--- config.mk ---
export PLATFORM = sky130hd
export DESIGN_NAME = mvbfb_front
export DESIGN_NICKNAME = d
export VERILOG_FILES = /design/src/rtl/mvbfb_pkg.sv /design/src/rtl/mvbfb_front.sv
export SDC_FILE = /design/constraint.sdc
export NUM_CORES = 1
export LEC_CHECK = 0
export BUFFER_PORTS_ARGS = -buffer_cell sky130_fd_sc_hd__buf_2
export CAP_MARGIN = 20
export CORE_UTILIZATION = 50
export CTS_CLUSTER_SIZE = 16
export DETAILED_ROUTE_END_ITERATION = 6
export PLACE_DENSITY = 0.75
export SYNTH_ARGS = -nofsm -noshare
export SYNTH_HDL_FRONTEND = slang
export SYNTH_SLANG_ARGS = --single-unit
--- constraint.sdc ---
create_clock -name clk_i -period 6.45 [get_ports clk_i]
set_clock_uncertainty 0.2 [all_clocks]
set_input_delay 1.29 -clock clk_i [delete_from_list [all_inputs] [get_ports clk_i]]
set_output_delay 1.29 -clock clk_i [all_outputs]
set_load 0.005 [all_outputs]
--- src/rtl/mvbfb_pkg.sv ---
// Package: shared types and constants of the vertical-byte framebuffer.
`timescale 1ns / 1ps
package mvbfb_pkg;

  localparam int BUFFER_BYTES = 1024;
  localparam int ADDR_W       = $clog2(BUFFER_BYTES);
  localparam int IDX_W        = 20;
  localparam int COORD_W      = 10;
  localparam int SIZE_W       = 11;
  localparam int STRIDE_W     = 11;
  localparam int OFFSET_W     = 8;
  localparam int CFG_IDX_W    = 1;
  localparam int CFG_DATA_W   = 11;

  localparam logic [1:0] OP_SET  = 2'd0;
  localparam logic [1:0] OP_GET  = 2'd1;
  localparam logic [1:0] OP_FILL = 2'd2;

  localparam logic [CFG_IDX_W-1:0] REG_ROW_STRIDE  = 1'b0;
  localparam logic [CFG_IDX_W-1:0] REG_BYTE_OFFSET = 1'b1;

  localparam logic [STRIDE_W-1:0] STRIDE_RESET = 11'd128;
  localparam logic [OFFSET_W-1:0] OFFSET_RESET = 8'd0;

  typedef struct packed {
    logic [1:0]         op;
    logic [COORD_W-1:0] pos_x;
    logic [COORD_W-1:0] pos_y;
    logic [SIZE_W-1:0]  rect_w;
    logic [SIZE_W-1:0]  rect_h;
    logic               color;
  } cmd_t;

  typedef struct packed {
    logic pixel;
    logic out_of_range;
  } res_t;

  typedef enum logic [1:0] {
    KIND_SET  = 2'd0,
    KIND_GET  = 2'd1,
    KIND_FILL = 2'd2,
    KIND_NOP  = 2'd3
  } kind_e;

  typedef struct packed {
    kind_e              kind;
    logic [COORD_W-1:0] pos_x;
    logic [COORD_W-1:0] pos_y;
    logic [SIZE_W-1:0]  rect_w;
    logic [SIZE_W-1:0]  rect_h;
    logic               color;
  } job_t;

  typedef struct packed {
    logic [STRIDE_W-1:0] row_stride;
    logic [OFFSET_W-1:0] byte_offset;
  } cfg_t;

endpackage

--- src/rtl/mvbfb_front.sv ---
// Front end: accept commands, classify them and hold them in a two-entry queue.
`timescale 1ns / 1ps
module mvbfb_front (
  input  logic          clk_i,
  input  logic          rst_ni,
  input  logic          hold_i,
  input  logic          push,
  output logic          full,
  input  mvbfb_pkg::cmd_t cmd_i,
  output logic          job_valid_o,
  output mvbfb_pkg::job_t job_o,
  input  logic          job_pop_i
);
  import mvbfb_pkg::*;

  job_t       job_mem_q [2];
  logic       wp_q, wp_d;
  logic       rp_q, rp_d;
  logic [1:0] cnt_q, cnt_d;
  logic       accept;
  logic       take;
  job_t       job_new;

  // Classify: empty fills and the spare op code need no memory access.
  always_comb begin
    job_new.pos_x  = cmd_i.pos_x;
    job_new.pos_y  = cmd_i.pos_y;
    job_new.rect_w = cmd_i.rect_w;
    job_new.rect_h = cmd_i.rect_h;
    job_new.color  = cmd_i.color;
    unique case (cmd_i.op)
      OP_SET:  job_new.kind = KIND_SET;
      OP_GET:  job_new.kind = KIND_GET;
      OP_FILL: begin
        if (cmd_i.rect_w == '0 || cmd_i.rect_h == '0) begin
          job_new.kind = KIND_NOP;
        end else begin
          job_new.kind = KIND_FILL;
        end
      end
      default: job_new.kind = KIND_NOP;
    endcase
  end

  assign full        = (cnt_q == 2'd2) || hold_i;
  assign accept      = push && !full;
  assign job_valid_o = (cnt_q != 2'd0);
  assign take        = job_pop_i && job_valid_o;
  assign job_o       = job_mem_q[rp_q];

  always_comb begin
    wp_d  = wp_q;
    rp_d  = rp_q;
    cnt_d = cnt_q;
    if (accept) begin
      wp_d = ~wp_q;
    end
    if (take) begin
      rp_d = ~rp_q;
    end
    if (accept && !take) begin
      cnt_d = cnt_q + 2'd1;
    end else if (take && !accept) begin
      cnt_d = cnt_q - 2'd1;
    end
  end

  always_ff @(posedge clk_i or negedge rst_ni) begin
    if (!rst_ni) begin
      wp_q  <= 1'b0;
      rp_q  <= 1'b0;
      cnt_q <= 2'd0;
    end else begin
      wp_q  <= wp_d;
      rp_q  <= rp_d;
      cnt_q <= cnt_d;
    end
  end

  always_ff @(posedge clk_i) begin
    if (accept) begin
      job_mem_q[wp_q] <= job_new;
    end
  end

endmodule

### Word-level counts from Yosys, hierarchy flattened

Memories as Yosys holds them, arrays and structs flattened.
Index checks and enable logic that the tools add are counted.

* logic and storage cells: 31
* memories kept: 1
* bits in registers: 4
* input port bits: 50
* RAM bits: 90

* bitwise logic cells: 2
* add/subtract/negate cells: 2
* muxes and demuxes: 6
* equality and inequality tests: 3
* reduce and logical (&&, ||, !) cells: 14

Memories
* job_mem_q: depth 2, width 45, rd ports 1, clocked after Yosys merged registers in 0, write ports 1, RTL line mvbfb_front.sv:16 `job_t job_mem_q [2];`

Operators by type and width (number)
* 11-bit logical NOT: 2
* 2-bit one-hot mux with 3 select lines: 1
* 2-bit == test (second input constant): 2
* 1-bit logical AND: 4
* 2-bit two-way mux: 2
* 2-bit nonzero test: 2
* 1-bit logical NOT: 3
* 1-bit two-way mux: 3
* 2-bit by 1-bit adder with 2-bit output (second input constant): 1
* 2-bit by 1-bit == test with 1-bit output (second input constant): 1
* 2-bit logical NOT: 1
* 1-bit logical OR: 2
* 1-bit inverter: 2
* 2-bit by 1-bit subtractor with 2-bit output (second input constant): 1

### Logic depth before layout (Yosys ltp)

* depth after elaboration: 8
* depth in mapped cells: 7

### Least setup slack after synthesis

No wires, ideal clock.

* kind: in2reg
* start point: in hold_i
* end point: mem job_mem_q[0][0] (netlist bit), enable pin
* setup time: 0.448 ns
* required time: 5.802 ns
* arrival time: 3.398 ns
* stages on the path: 3
* setup slack: 2.405 ns
* cells stage by stage: inv_1 > o211ai_1 > nor2_1

* longest elaborated chain between the ends: 5

RTL lines
* start: declaration: RTL line mvbfb_front.sv:6 `input logic hold_i,`
* 1-bit logical OR: RTL line mvbfb_front.sv:45 `assign full = (cnt_q == 2'd2) || hold_i;`
* 1-bit logical NOT: RTL line mvbfb_front.sv:46 `assign accept = push && !full;`
* 1-bit logical AND: RTL line mvbfb_front.sv:46
* 1-bit two-way mux: RTL line mvbfb_front.sv:81 `if (accept) begin`
* 1-bit two-way mux (implied by the code): RTL line mvbfb_front.sv:82 `job_mem_q[wp_q] <= job_new;`
* end: declaration: RTL line mvbfb_front.sv:16

No other way between the ends.

==> flow_summary.rst <==
.. list-table::
   :header-rows: 1

   * - Metric
     - Value
   * - Result of the run
     - completed
   * - Net Sw Power
     - 438 uW
   * - Layout cell share with drive strength beyond 1
     - 57.5%
   * - Initial DRC Count
     - 105
   * - Clk network pwr share
     - 22.2%
   * - Final hold violation count
     - 0
   * - Number of antenna cells inserted
     - 0
   * - CP cell instances
     - buf_4 -> mux2_2 -> buf_2
   * - Min-Delay Path Class
     - reg2reg
   * - Hold wc startpoint
     - wp_q
   * - Max VDD drop
     - 303 uV
   * - Cell count after synthesis
     - 171
   * - Final-report max-slew violation count
     - 0
   * - Die area
     - 7790 um^2
   * - Synth async-reset ratio
     - 4.26%
   * - Most frequent cells after synthesis
     - 90 x sky130_fd_sc_hd__edfxtp_1, 39 x sky130_fd_sc_hd__mux2_4, 6 x sky130_fd_sc_hd__mux2_2
   * - Seq cells post-synth
     - 94
   * - Startpoint of the most critical register-to-register path
     - cnt_q[1]
   * - # nets final
     - 326
   * - Worst Hold End
     - wp_q
   * - Total negative setup slack
     - 0 ns
   * - Logic pwr share
     - 29.6%
   * - Clock sinks
     - 94
   * - Number of top-level pins
     - 97
   * - GRT overflow
     - 0
   * - Final count of negative-setup-slack endpoints
     - 0
   * - Pin count of the biggest net entering global routing
     - 46
   * - Vias in the first global route
     - 1,831
   * - Min-Delay Path Depth
     - 1
   * - Floorplan core area
     - 7210 um^2
   * - R2R setup slack
     - 4.24 ns
   * - Wirelength per Cell
     - 15.5 um
   * - Minimum setup slack after placement
     - 3.22 ns
   * - Global-route usage over all layers
     - 15.9%
   * - Core occupancy in the finished layout
     - 61.8%
   * - Number of enable-type register cells in the synthesized netlist
     - 90
   * - Iteration count of the initial detailed-routing pass
     - 4
   * - Number of gates resized after cts
     - 0
   * - Cell type group with the largest total delay on the critical path
     - buffers and inverters
   * - Width of the die
     - 88.2 um
   * - Type of origin of the critical path
     - flip-flop
   * - Worst slew margin
     - 54.8%
   * - CP endpoint kind
     - output pin
   * - DRC violations left
     - 0
   * - Synth warnings
     - 0
   * - Clock latency at the later pin of the worst-skew pair
     - 0.33 ns
   * - DIE HEIGHT
     - 88.2 um
   * - Worst-case clock buffer depth
     - 2
   * - Biggest fanout along the worst timing path
     - 38
   * - Sequential share of the synthesized area
     - 75.4%
   * - Vias after detailed routing
     - 1,880
   * - Clock Pin Slew Worst Setup and Hold Paths
     - 0.08 ns
   * - Cell type of the slowest stage on the worst timing path
     - sky130_fd_sc_hd__buf_4
   * - Internal power of the cells
     - 1220 uW
   * - Setup repair after global routing missed its margin
     - no
   * - Worst flop-to-flop path endpoint
     - job_mem_q[0][29]
   * - Arr. time, crit path
     - 2.00 ns
   * - Number of nets still failing antenna checks after routing
     - 0
   * - Initial cell density of the core
     - 51.5%
   * - Fraction of post-synthesis cell area in the top cell type by area
     - 72.7%
   * - Final period demand of the worst path
     - 3.49 ns
   * - Part of the total power dissipated in sequential elements
     - 48.2%
   * - Wirelength, routed
     - 5.86 mm
   * - Distinct cell type count of the synthesized netlist
     - 21
   * - Peak Freq
     - 0.287 GHz
   * - Total power consumption of the routed design
     - 1660 uW
   * - Leakage dissipation
     - 0.00178 uW
   * - Area growth from synthesis to final layout
     - 20.0%
   * - Fraction of the cycle the final worst path needs
     - 54.1%
   * - Final HPWL DP
     - 3.82 mm
   * - PortBufs
     - 96
   * - Path type of the worst setup path
     - reg2out
   * - Wire length of the first global-routing pass
     - 8.89 mm
   * - Net Count, Synth
     - 222
   * - TritonCTS clock tree
     - done
   * - Switching Share
     - 26.3%
   * - Number of clock buffers inserted by TritonCTS
     - 9
   * - Top cells by area in the synthesized netlist
     - sky130_fd_sc_hd__edfxtp_1 73%, sky130_fd_sc_hd__mux2_4 16%, sky130_fd_sc_hd__dfrtp_1 2.7%
   * - Via density
     - 4.96
   * - Placer Congestion
     - 0.745
   * - WP data required
     - 4.96 ns
   * - Buffers & Inverters on Critical Path
     - 2
   * - Post-CTS Setup Repair Bufs
     - 0
   * - Post-synth design cell area
     - 3720 um^2
   * - Number of hold buffers added after cts
     - 0
   * - Primary flip-flop cell chosen by synthesis mapping
     - sky130_fd_sc_hd__edfxtp_1
   * - Cell type with the highest aggregate area in the netlist
     - sky130_fd_sc_hd__edfxtp_1
   * - H-tree depth
     - 3
   * - Antenna violations before repair
     - 0
   * - Average footprint of a synthesized cell
     - 21.7 um^2
   * - Depth of the most critical reg-to-reg path
     - 4
   * - Root buffer selected by CTS
     - sky130_fd_sc_hd__clkbuf_8
   * - Max Cap Violations
     - 0
   * - Site row count
     - 31
   * - Biggest cell delay along the critical path
     - 0.59 ns
   * - Ratio of total power to cell area
     - 373 nW/um^2
   * - Post-route setup slack
     - 2.96 ns
   * - Most frequent cell after synthesis
     - sky130_fd_sc_hd__edfxtp_1
   * - Slew at the pin closest to its max-slew limit
     - 0.679 ns
how the worst max path moves through the flow:
stage,from,endpoint,slack [ns],cells past startpoint
3_3_place_gp,hold_i,full,3.26,5
5_1_grt,rp_q,job_o[2],2.83,3
2_1_floorplan,hold_i,job_mem_q[0][0],2.40,3
6_report,rp_q,job_o[1],2.96,3
4_1_cts,rp_q,job_o[1],2.88,3
3_5_place_dp,hold_i,job_mem_q[0][27],3.22,5
through the flow:
step           hold WS, ns  cells  instance area (um^2)
2_1_floorplan        0.261    171                  3720
3_3_place_gp         0.333    362                  4250
3_5_place_dp         0.345    362                  4250
4_1_cts              0.361    378                  4440
5_1_grt              0.377    379                  4460
6_report             0.359    379                  4460
state kept, by name, summed over array words and instances, names as in the netlist:
name and count:
rp_q 1, wp_q 1, job_mem_q 90, cnt_q 2
logic make-up after synthesis:
logic type	Yosys count	share of synthesized area, %
flip-flops	94	75.4
multiplexers	45	17.6
AND/OR/NAND/NOR	13	2.02
buffers and inverters	10	2.96
XOR/XNOR	5	1.18
AO/OA/AOI/OAI	3	0.572
adder cells (fa/ha/maj)	1	0.336
final cells by class:
type,instances,area (um^2)
Sequential cell,94,2800
Multi-Input combinational cell,67,815
Inverter,4,15.0
Clock buffer,10,128
Clock inverter,6,61.3
Fill cell,565,2750
Timing Repair Buffer,99,515
Tap cell,99,124
power groups by stage:
stage	combinational [uW]	sequential, uW	clock, uW
after floorplan	397	798	0
after global placement	487	814	0
after detailed placement	495	817	0
after CTS	498	804	381
after global routing	536	810	404
final	492	801	369
placed cells by master (no fill, tap or decap):
master,Yosys,layout
sky130_fd_sc_hd__a31oi_1,1,1
sky130_fd_sc_hd__and3_2,0,1
sky130_fd_sc_hd__buf_12,4,1
sky130_fd_sc_hd__buf_2,0,96
sky130_fd_sc_hd__buf_4,0,2
sky130_fd_sc_hd__bufinv_16,0,1
sky130_fd_sc_hd__clkbuf_1,1,1
sky130_fd_sc_hd__clkbuf_8,0,9
sky130_fd_sc_hd__clkinv_1,0,1
sky130_fd_sc_hd__clkinv_2,0,2
sky130_fd_sc_hd__clkinv_4,0,1
sky130_fd_sc_hd__dfrtp_1,4,3
sky130_fd_sc_hd__dfrtp_2,0,1
sky130_fd_sc_hd__edfxtp_1,90,90
sky130_fd_sc_hd__ha_1,1,1
sky130_fd_sc_hd__inv_1,4,4
sky130_fd_sc_hd__inv_6,0,1
sky130_fd_sc_hd__mux2_2,6,6
sky130_fd_sc_hd__mux2_4,39,39
sky130_fd_sc_hd__nand2_1,2,2
sky130_fd_sc_hd__nand3_1,1,1
sky130_fd_sc_hd__nor2_1,2,1
sky130_fd_sc_hd__nor2_4,0,1
sky130_fd_sc_hd__nor4_1,4,4
sky130_fd_sc_hd__nor4b_1,2,2
sky130_fd_sc_hd__o211ai_1,1,1
sky130_fd_sc_hd__o21a_1,1,1
sky130_fd_sc_hd__or2_1,1,1
sky130_fd_sc_hd__xnor2_1,4,4
sky130_fd_sc_hd__xor2_1,1,1
routing by layer:
metal | share of wire, % | vias up | global-route usage (%)
met4 | 2.0 | 0 | 7.92
met1 | 41 | 920 | 19.8
li1 | - | 882 | -
met5 | 0 | - | 0
met3 | 5.5 | 12 | 4.10
met2 | 51 | 66 | 25.9
(Power assumes the default switching activity.)
